==> src/rtl/pafbf_pkg.sv <==
// ----------------------------------------------------------------------------
// pafbf_pkg
// Shared types and codes for the partition allocator.
// ----------------------------------------------------------------------------
package pafbf_pkg;

	localparam int JOB_W    = 8;
	localparam int SIZE_W   = 11;
	localparam int ADDR_W   = 10;
	localparam int STATUS_W = 2;

	localparam logic [STATUS_W-1:0] ST_OK    = 2'd0;
	localparam logic [STATUS_W-1:0] ST_NOFIT = 2'd1;
	localparam logic [STATUS_W-1:0] ST_FULL  = 2'd2;

	localparam logic FUNC_ALLOC = 1'b0;
	localparam logic FUNC_FREE  = 1'b1;

	localparam logic POL_FIRST = 1'b0;

	typedef struct packed {
		logic load;
		logic step;
		logic take;
		logic split;
		logic grant_only;
		logic release_ent;
		logic merge_next;
		logic to_prev;
		logic merge_prev;
	} cmd_t;

	typedef struct packed {
		logic policy;
		logic fit;
		logic exact;
		logic better;
		logic found;
		logic last;
		logic match;
		logic entry_busy;
		logic len_gt;
		logic full;
		logic nb_ok;
		logic pick_nz;
	} sts_t;

endpackage

==> src/rtl/partition_allocator_first_best_fit.sv <==
// ----------------------------------------------------------------------------
// partition_allocator_first_best_fit
// Variable-partition allocator, first fit or best fit, with split and merge.
//
// channel   signals                                   transaction
// request   start, busy, func, job_id, request_size   start && !busy
// result    done, status, grant_address               done, one cycle
// config    cfg_we, cfg_wdata (fit_policy)            cfg_we
//
// An allocation scans up to MAX_PARTS entries, one entry per cycle, then
// decides on the chosen entry; it ends after the scan when nothing fits,
// and a zero size ends with no scan. A free scans until it finds the job,
// then merges a released busy partition with its free neighbours.
// Reset restores one free partition holding the whole pool, fit_policy 0.
// The result cannot be stalled; a new start is taken in the done cycle.
// ----------------------------------------------------------------------------
module partition_allocator_first_best_fit #(
	parameter int POOL_UNITS = 1024,
	parameter int MAX_PARTS  = 16
) (
	input  logic                               clk,
	input  logic                               arst_n,
	input  logic                               start,
	output logic                               busy,
	input  logic                               func,
	input  logic [pafbf_pkg::JOB_W-1:0]        job_id,
	input  logic [pafbf_pkg::SIZE_W-1:0]       request_size,
	output logic                               done,
	output logic [pafbf_pkg::STATUS_W-1:0]     status,
	output logic [pafbf_pkg::ADDR_W-1:0]       grant_address,
	input  logic                               cfg_we,
	input  logic                               cfg_wdata
);

	pafbf_pkg::cmd_t cmd;
	pafbf_pkg::sts_t sts;

	pafbf_ctrl u_ctrl (
		.clk          (clk),
		.arst_n       (arst_n),
		.start        (start),
		.func         (func),
		.request_size (request_size),
		.sts          (sts),
		.cmd          (cmd),
		.busy         (busy),
		.done         (done),
		.status       (status)
	);

	pafbf_dp #(
		.POOL_UNITS (POOL_UNITS),
		.MAX_PARTS  (MAX_PARTS)
	) u_dp (
		.clk           (clk),
		.arst_n        (arst_n),
		.cmd           (cmd),
		.job_id        (job_id),
		.request_size  (request_size),
		.cfg_we        (cfg_we),
		.cfg_wdata     (cfg_wdata),
		.sts           (sts),
		.grant_address (grant_address)
	);

`ifndef SYNTHESIS
	a_done_idle: assert property (@(posedge clk) disable iff (!arst_n)
		done |-> !busy) else $error("result while busy");
	a_start_progress: assert property (@(posedge clk) disable iff (!arst_n)
		(start && !busy) |=> (busy || done)) else $error("transaction dropped");
	a_fail_zero: assert property (@(posedge clk) disable iff (!arst_n)
		(done && status != pafbf_pkg::ST_OK) |-> (grant_address == '0))
		else $error("address on failed transaction");
	a_free_ok: assert property (@(posedge clk) disable iff (!arst_n)
		(start && !busy && func == pafbf_pkg::FUNC_FREE) |=> !done)
		else $error("free finished too early");
`endif

endmodule

==> src/rtl/pafbf_ctrl.sv <==
// ----------------------------------------------------------------------------
// pafbf_ctrl
// Sequencer: scans the table, then splits, grants or merges.
// ----------------------------------------------------------------------------
module pafbf_ctrl (
	input  logic                               clk,
	input  logic                               arst_n,
	input  logic                               start,
	input  logic                               func,
	input  logic [pafbf_pkg::SIZE_W-1:0]       request_size,
	input  pafbf_pkg::sts_t                    sts,
	output pafbf_pkg::cmd_t                    cmd,
	output logic                               busy,
	output logic                               done,
	output logic [pafbf_pkg::STATUS_W-1:0]     status
);

	typedef enum logic [2:0] {
		S_IDLE,
		S_ASCAN,
		S_DECIDE,
		S_FSCAN,
		S_FNEXT,
		S_FPREV
	} state_t;

	state_t                            state_q;
	state_t                            state_d;
	logic                              done_d;
	logic [pafbf_pkg::STATUS_W-1:0]    status_d;
	logic                              done_q;
	logic [pafbf_pkg::STATUS_W-1:0]    status_q;
	logic                              take_now;

	assign take_now = sts.fit && (sts.policy == pafbf_pkg::POL_FIRST || sts.exact ||
		!sts.found || sts.better);

	always_comb begin
		cmd      = '0;
		state_d  = state_q;
		done_d   = 1'b0;
		status_d = pafbf_pkg::ST_OK;
		unique case (state_q)
			S_IDLE: begin
				if (start) begin
					cmd.load = 1'b1;
					if (func == pafbf_pkg::FUNC_FREE) begin
						state_d = S_FSCAN;
					end else if (request_size == '0) begin
						done_d   = 1'b1;
						status_d = pafbf_pkg::ST_NOFIT;
					end else begin
						state_d = S_ASCAN;
					end
				end
			end
			S_ASCAN: begin
				cmd.take = take_now;
				if (sts.fit && (sts.policy == pafbf_pkg::POL_FIRST || sts.exact)) begin
					state_d = S_DECIDE;
				end else if (sts.last) begin
					if (sts.found || take_now) begin
						state_d = S_DECIDE;
					end else begin
						state_d  = S_IDLE;
						done_d   = 1'b1;
						status_d = pafbf_pkg::ST_NOFIT;
					end
				end else begin
					cmd.step = 1'b1;
				end
			end
			S_DECIDE: begin
				state_d = S_IDLE;
				done_d  = 1'b1;
				if (sts.len_gt) begin
					if (sts.full) begin
						status_d = pafbf_pkg::ST_FULL;
					end else begin
						cmd.split = 1'b1;
					end
				end else begin
					cmd.grant_only = 1'b1;
				end
			end
			S_FSCAN: begin
				if (sts.match) begin
					if (sts.entry_busy) begin
						cmd.release_ent = 1'b1;
						state_d         = S_FNEXT;
					end else begin
						state_d = S_IDLE;
						done_d  = 1'b1;
					end
				end else if (sts.last) begin
					state_d = S_IDLE;
					done_d  = 1'b1;
				end else begin
					cmd.step = 1'b1;
				end
			end
			S_FNEXT: begin
				cmd.merge_next = sts.nb_ok;
				cmd.to_prev    = 1'b1;
				state_d        = S_FPREV;
			end
			S_FPREV: begin
				cmd.merge_prev = sts.pick_nz && sts.nb_ok;
				state_d        = S_IDLE;
				done_d         = 1'b1;
			end
			default: begin
				state_d = S_IDLE;
			end
		endcase
	end

	always_ff @(posedge clk or negedge arst_n) begin
		if (!arst_n) begin
			state_q  <= S_IDLE;
			done_q   <= 1'b0;
			status_q <= pafbf_pkg::ST_OK;
		end else begin
			state_q  <= state_d;
			done_q   <= done_d;
			status_q <= status_d;
		end
	end

	assign busy   = (state_q != S_IDLE);
	assign done   = done_q;
	assign status = status_q;

endmodule

==> src/rtl/pafbf_dp.sv <==
// ----------------------------------------------------------------------------
// pafbf_dp
// Partition table, scan pointer, chosen entry and grant register.
// ----------------------------------------------------------------------------
module pafbf_dp #(
	parameter int POOL_UNITS = 1024,
	parameter int MAX_PARTS  = 16
) (
	input  logic                               clk,
	input  logic                               arst_n,
	input  pafbf_pkg::cmd_t                    cmd,
	input  logic [pafbf_pkg::JOB_W-1:0]        job_id,
	input  logic [pafbf_pkg::SIZE_W-1:0]       request_size,
	input  logic                               cfg_we,
	input  logic                               cfg_wdata,
	output pafbf_pkg::sts_t                    sts,
	output logic [pafbf_pkg::ADDR_W-1:0]       grant_address
);

	localparam int AW   = (POOL_UNITS > 1) ? $clog2(POOL_UNITS) : 1;
	localparam int LW   = $clog2(POOL_UNITS + 1);
	localparam int IW   = $clog2(MAX_PARTS);
	localparam int CNTW = $clog2(MAX_PARTS + 1);
	localparam int CW   = (LW > pafbf_pkg::SIZE_W) ? LW : pafbf_pkg::SIZE_W;

	logic [AW-1:0]               start_q [MAX_PARTS];
	logic [LW-1:0]               len_q   [MAX_PARTS];
	logic                        busy_q  [MAX_PARTS];
	logic [pafbf_pkg::JOB_W-1:0] owner_q [MAX_PARTS];

	logic [CNTW-1:0]             count_q;
	logic [CNTW-1:0]             idx_q;
	logic [CNTW-1:0]             pick_q;
	logic [LW-1:0]               pick_len_q;
	logic [AW-1:0]               pick_start_q;
	logic                        found_q;
	logic                        policy_q;
	logic [pafbf_pkg::JOB_W-1:0] job_q;
	logic [pafbf_pkg::SIZE_W-1:0] size_q;
	logic [pafbf_pkg::ADDR_W-1:0] grant_q;

	logic [IW-1:0]               ridx;
	logic                        in_rng;
	logic [AW-1:0]               rd_start;
	logic [LW-1:0]               rd_len;
	logic                        rd_busy;
	logic [pafbf_pkg::JOB_W-1:0] rd_owner;
	logic [CW-1:0]               sz_c;
	logic [CW-1:0]               ln_c;
	logic [CW-1:0]               pl_c;
	logic [CNTW-1:0]             pick_p1;
	logic [LW-1:0]               size_l;

	assign ridx     = idx_q[IW-1:0];
	assign in_rng   = (idx_q < count_q);
	assign rd_start = start_q[ridx];
	assign rd_len   = len_q[ridx];
	assign rd_busy  = busy_q[ridx];
	assign rd_owner = owner_q[ridx];
	assign sz_c     = CW'(size_q);
	assign ln_c     = CW'(rd_len);
	assign pl_c     = CW'(pick_len_q);
	assign pick_p1  = pick_q + CNTW'(1);
	assign size_l   = LW'(size_q);

	assign sts.policy     = policy_q;
	assign sts.fit        = in_rng && !rd_busy && (ln_c >= sz_c);
	assign sts.exact      = (ln_c == sz_c);
	assign sts.better     = (ln_c < pl_c);
	assign sts.found      = found_q;
	assign sts.last       = (idx_q == count_q - CNTW'(1));
	assign sts.match      = in_rng && (rd_owner == job_q);
	assign sts.entry_busy = rd_busy;
	assign sts.len_gt     = (pl_c > sz_c);
	assign sts.full       = (count_q >= CNTW'(MAX_PARTS));
	assign sts.nb_ok      = in_rng && !rd_busy;
	assign sts.pick_nz    = (pick_q != '0);

	always_ff @(posedge clk or negedge arst_n) begin
		if (!arst_n) begin
			policy_q <= pafbf_pkg::POL_FIRST;
		end else if (cfg_we) begin
			policy_q <= cfg_wdata;
		end
	end

	always_ff @(posedge clk or negedge arst_n) begin
		if (!arst_n) begin
			count_q <= CNTW'(1);
			idx_q   <= '0;
			pick_q  <= '0;
			found_q <= 1'b0;
		end else begin
			if (cmd.load) begin
				idx_q   <= '0;
				found_q <= 1'b0;
			end else if (cmd.step) begin
				idx_q <= idx_q + CNTW'(1);
			end else if (cmd.release_ent) begin
				pick_q <= idx_q;
				idx_q  <= idx_q + CNTW'(1);
			end else if (cmd.to_prev) begin
				idx_q <= pick_q - CNTW'(1);
			end
			if (cmd.take) begin
				pick_q  <= idx_q;
				found_q <= 1'b1;
			end
			if (cmd.split) begin
				count_q <= count_q + CNTW'(1);
			end else if (cmd.merge_next || cmd.merge_prev) begin
				count_q <= count_q - CNTW'(1);
			end
		end
	end

	always_ff @(posedge clk) begin
		if (cmd.load) begin
			job_q   <= job_id;
			size_q  <= request_size;
			grant_q <= '0;
		end
		if (cmd.take) begin
			pick_len_q   <= rd_len;
			pick_start_q <= rd_start;
		end
		if (cmd.release_ent) begin
			pick_len_q <= rd_len;
		end
		if (cmd.merge_next) begin
			pick_len_q <= pick_len_q + rd_len;
		end
		if (cmd.split || cmd.grant_only) begin
			grant_q <= pafbf_pkg::ADDR_W'(pick_start_q);
		end
	end

	for (genvar g = 0; g < MAX_PARTS; g++) begin : g_ent
		localparam int UP = (g > 0) ? g - 1 : 0;
		localparam int DN = (g < MAX_PARTS - 1) ? g + 1 : g;
		localparam logic [CNTW-1:0] G = CNTW'(g);
		always_ff @(posedge clk or negedge arst_n) begin
			if (!arst_n) begin
				start_q[g] <= '0;
				len_q[g]   <= (g == 0) ? LW'(POOL_UNITS) : '0;
				busy_q[g]  <= 1'b0;
				owner_q[g] <= '0;
			end else if (cmd.split) begin
				if (G == pick_q) begin
					len_q[g]   <= size_l;
					busy_q[g]  <= 1'b1;
					owner_q[g] <= job_q;
				end else if (G == pick_p1) begin
					start_q[g] <= pick_start_q + AW'(size_q);
					len_q[g]   <= pick_len_q - size_l;
					busy_q[g]  <= 1'b0;
					owner_q[g] <= '0;
				end else if (G > pick_p1 && G <= count_q) begin
					start_q[g] <= start_q[UP];
					len_q[g]   <= len_q[UP];
					busy_q[g]  <= busy_q[UP];
					owner_q[g] <= owner_q[UP];
				end
			end else if (cmd.grant_only) begin
				if (G == pick_q) begin
					busy_q[g]  <= 1'b1;
					owner_q[g] <= job_q;
				end
			end else if (cmd.release_ent) begin
				if (G == idx_q) begin
					busy_q[g]  <= 1'b0;
					owner_q[g] <= '0;
				end
			end else if (cmd.merge_next) begin
				if (G == pick_q) begin
					len_q[g] <= pick_len_q + rd_len;
				end else if (G >= idx_q) begin
					start_q[g] <= start_q[DN];
					len_q[g]   <= len_q[DN];
					busy_q[g]  <= busy_q[DN];
					owner_q[g] <= owner_q[DN];
				end
			end else if (cmd.merge_prev) begin
				if (G == idx_q) begin
					len_q[g] <= rd_len + pick_len_q;
				end else if (G >= pick_q) begin
					start_q[g] <= start_q[DN];
					len_q[g]   <= len_q[DN];
					busy_q[g]  <= busy_q[DN];
					owner_q[g] <= owner_q[DN];
				end
			end
		end
	end

	assign grant_address = grant_q;

endmodule
==> config.mk <==
export PLATFORM = sky130hd
export DESIGN_NAME = partition_allocator_first_best_fit
export DESIGN_NICKNAME = d
export VERILOG_FILES = /design/src/rtl/pafbf_pkg.sv /design/src/rtl/partition_allocator_first_best_fit.sv /design/src/rtl/pafbf_ctrl.sv /design/src/rtl/pafbf_dp.sv
export SDC_FILE = /design/constraint.sdc
export NUM_CORES = 2
export LEC_CHECK = 0
export ABC_CLOCK_PERIOD_IN_PS = 8800
export BUFFER_PORTS_ARGS = -buffer_cell sky130_fd_sc_hd__buf_2
export CAP_MARGIN = 15
export CORE_MARGIN = 1
export CORE_UTILIZATION = 25
export DETAILED_ROUTE_END_ITERATION = 10
export PLACE_DENSITY_LB_ADDON = 0.3
export SLEW_MARGIN = 20
export SYNTH_ARGS = -nofsm -noshare
export SYNTH_HDL_FRONTEND = slang
export SYNTH_HIERARCHICAL = 1
export SYNTH_SLANG_ARGS = --single-unit
==> constraint.sdc <==
create_clock -name clk -period 8.8 [get_ports clk]
set_clock_uncertainty 0.2 [all_clocks]
set_input_delay 0.88 -clock clk [delete_from_list [all_inputs] [get_ports clk]]
set_output_delay 0.88 -clock clk [all_outputs]
set_load 0.01 [all_outputs]
==> run summary <==
Post-synth ARST share - 91.0%
R2R depth - 16
Seq cells post-synth - 553
Crit path capture type - flip-flop
Slowest-stage cell, CP - nor2_2
Hpwl dp - 153 mm
Initial cell density of the core - 25.3%
Fin crit period - 6.79 ns
Total congestion overflow - 0
Routed len/inst - 32.0 um
Status - complete, no violations
TritonCTS Sinks - 553
Seq/Total Area, Yosys - 33.6%
Final nets - 4807
Fin. Hold Viols - 0
P per Cell Area - 400 mW/mm2
Htree depth - 3
Setup crit start kind - flip-flop
Setup TNS - 0 ns
Worst skew pair latency - 0.69 ns
CP Buf/Inv Count - 2
Post-Syn Area - 0.0419 mm2
Post-synth top area share - 29.9%
Final setup viols - 0
Final non-filler cell total - 6955
TritonCTS clock tree - built
CP Max Fanout - 55
Max-Cap Viols - 0
RSZ-0062 raised after global routing - no
DR vias - 42700
Inst Count DP - 6816
# fillers - 17400
Period utilisation layout - 77.1%
Worst setup margin - 2.01 ns
Source of the worst register-to-register timing path - u_dp/idx_q[1]$_DFFE_PN0P_
Core area - 0.166 mm2
Mux share of post-synthesis cell area - 14.0%
Ys Warns - 6
Root Buffer Master - clkbuf_16
Max-Slew Margin vs Limit - 10.3%
Overall power - 18900 uW
TritonCTS Buffers - 74
Cell variety after synth - 123
Post-Syn Area per Cell - 8.63 um2
P_leak - 0.0177 uW
Post-Synth XOR/XNOR Area - 0.962%
Chip height - 411 um
Share of post-route cells with drive strength above 1 - 16.9%
Cell family with most CP delay - simple AND/OR/NAND/NOR gates
Largest family of logic cells by synthesized area - compound AO/OA/AOI/OAI gates
Die footprint - 0.169 mm2
CTS-repair resized insts - 0
Most used DFF post-synth - dfrtp_1
Fmax - 147 MHz
Post-route ant nets - 0
Layout area overhead - 12.6%
First-pass GRT wire length - 313 mm
Synth top cells by count - nand2_1 (595), dfrtp_1 (501), a21oi_1 (458)
Max incr delay on CP - 0.89 ns
Die X - 411 um
Worst reg-to-reg setup slack - 2.01 ns
Cells along the critical path - buf_12, mux4_2, mux2i_1, nor2_1, a21oi_1, xor2_1, nand3_1, nor4_1, nand2_1, nor2_1, buf_4, or2_1, or3_1, o211ai_1, nor2_2, mux2_2
IO buf count - 38
GPL Wtd Cong - 1.06
Drt drc - 0
1st-pass router iterations - 10
Count of pins over their slew limit - 0
Hold WS - 0.0822 ns
Worst hold path class - in2async
Clock Path Buffers - 3
Most common cell in the netlist - nand2_1
Overall global routing resource usage - 25.6%
Simple-gate share of the synthesized area - 15.8%
Largest net degree at the start of global routing - 145
Postcts setup bufs - 0
Post-synth net total - 4956
Hold buffers post-CTS - 0
Setup WS pre-CTS - 2.17 ns
Post-Synth Adder-Cell Area - 2.41%
Kind of critical path - reg2reg
Slew @ Worst Pin - 1.34 ns
Post-synth EDFFs - 50
Initial antenna violation count - 15
# rows - 149
Drt first-iter violations - 6518
Vias in the first global route - 40200
Clock Pin Slew Worst Setup and Hold Paths - 0.06 ns
Post-Synthesis Cells - 4852
Vias per cell - 6.13
I/O pin count - 39
WL final - 222 mm
Data arrival, critical path - 7.12 ns
Max VDD drop - 0.000305 V
Crit Reg-Reg Endpoint - u_dp/owner_q[80]$_DFFE_PN0P_
Compound-Gate Fraction of Synth Area - 27.5%
Most frequent cell on the critical path - nor2_1
Dominant cell type by area after synthesis - dfrtp_1
Synth top area cells - dfrtp_1 (30%), mux4_2 (7.3%), a21oi_1 (5.5%), nand2_1 (5.3%), mux2_2 (4.9%)
Req. time, crit path - 9.14 ns
==> kinds of logic (layout without fill, tap and decap cells) <==
| kind of cell | after synthesis | count (layout) |
|---|---|---|
| muxes | 393 | 393 |
| other | 0 | 5 |
| and+or+nand+nor | 1462 | 1462 |
| adders and majority gates | 79 | 79 |
| buffers and inverters | 571 | 480 |
| AOI/OAI and AO/OA | 1748 | 1748 |
| DFF | 553 | 553 |
| xor gates and xnor gates | 46 | 46 |
==> cells in the final DEF (no fill, tap or decap), drive strengths merged, types with 41 or more instances in the layout <==
cell    count
nand2     595
dfrtp     501
a21oi     465
nor2      442
o21ai     399
buf       226
mux2      182
mux4      136
o211ai    127
inv       123
a211oi    120
clkbuf    110
a31oi     103
o221ai     95
nand3      95
ha         76
mux2i      75
o22ai      66
nor3       64
edfxtp     50
and2       48
and3       47
a21o       41
==> worst reg2reg max path, stage by stage (launching register included) <==
cell and delay, ns:
dfrtp_4 0.79, buf_12 0.48, mux4_2 0.60, mux2i_1 0.14, nor2_1 0.05, a21oi_1 0.17, xor2_1 0.36, nand3_1 0.18
nor4_1 0.72, nand2_1 0.18, nor2_1 0.13, buf_4 0.28, or2_1 0.44, or3_1 0.43, o211ai_1 0.17, nor2_2 0.89
mux2_2 0.43
==> report_power, final <==
group          internal (uW)  switching, uW
Clock                   1710           1330
Sequential              3500           1240
Combinational           3670           7430
Total                   8880          10000
==> metrics by stage <==
stage	cell area [um2]	util, %
after floorplan	41900	-
after global placement	44700	27.0
after detailed placement	44800	27.0
after CTS	47100	28.4
after global routing	47100	28.4
final	47200	28.5
==> layer usage <==
| metal | vias up | routed length (um) | global-route usage (%) | share of wire, % |
|---|---|---|---|---|
| li1 | 17900 | - | - | - |
| met5 | - | 87 | 0 | 0.039 |
| met2 | 2947 | 92800 | 37.2 | 42 |
| met4 | 14 | 17800 | 17.0 | 8.0 |
| met1 | 20900 | 86200 | 32.6 | 39 |
| met3 | 817 | 25600 | 7.46 | 12 |
==> worst max-delay path by stage <==
stage / start / end / slack [ns] / depth (start not counted)
after CTS: u_dp/idx_q[1]$_DFFE_PN0P_ / u_dp/busy_q[1]$_DFFE_PN0P_ / 2.15 / 17
final: u_dp/idx_q[1]$_DFFE_PN0P_ / u_dp/owner_q[80]$_DFFE_PN0P_ / 2.01 / 16
after floorplan: u_dp/idx_q[2]$_DFFE_PN0P_ / u_dp/pick_q[2]$_DFFE_PN0P_ / 3.71 / 22
after global placement: u_dp/idx_q[1]$_DFFE_PN0P_ / u_dp/pick_len_q[0]$_DFFE_PP_ / 1.61 / 15
after detailed placement: u_dp/idx_q[1]$_DFFE_PN0P_ / u_dp/busy_q[1]$_DFFE_PN0P_ / 2.17 / 17
after global routing: u_dp/idx_q[1]$_DFFE_PN0P_ / u_dp/busy_q[1]$_DFFE_PN0P_ / 1.78 / 17
==> state kept, by name, summed over array words and instances (netlist names), 5 cells and up <==
register            cells
u_dp/owner_q          128
u_dp/idx_q              5
u_dp/busy_q            16
u_dp/count_q            5
u_dp/len_q            176
u_dp/grant_address     10
u_dp/pick_start_q      10
u_dp/pick_len_q        11
u_dp/pick_q             5
u_dp/start_q          160
u_dp/size_l            11
u_dp/job_q              8
==> final cells by class <==
cell class	instances	area, um2	area share (%)
multi-input combinational	3728	25800	54.7
sequential	553	14100	29.9
tap	2189	2740	5.81
clock buffer	110	2160	4.58
timing repair buffer	226	1670	3.53
inverter	120	455	0.966
clock inverter	24	208	0.440
antenna	5	12.5	0.0265
Note: power is estimated with default switching activity, not from simulation.
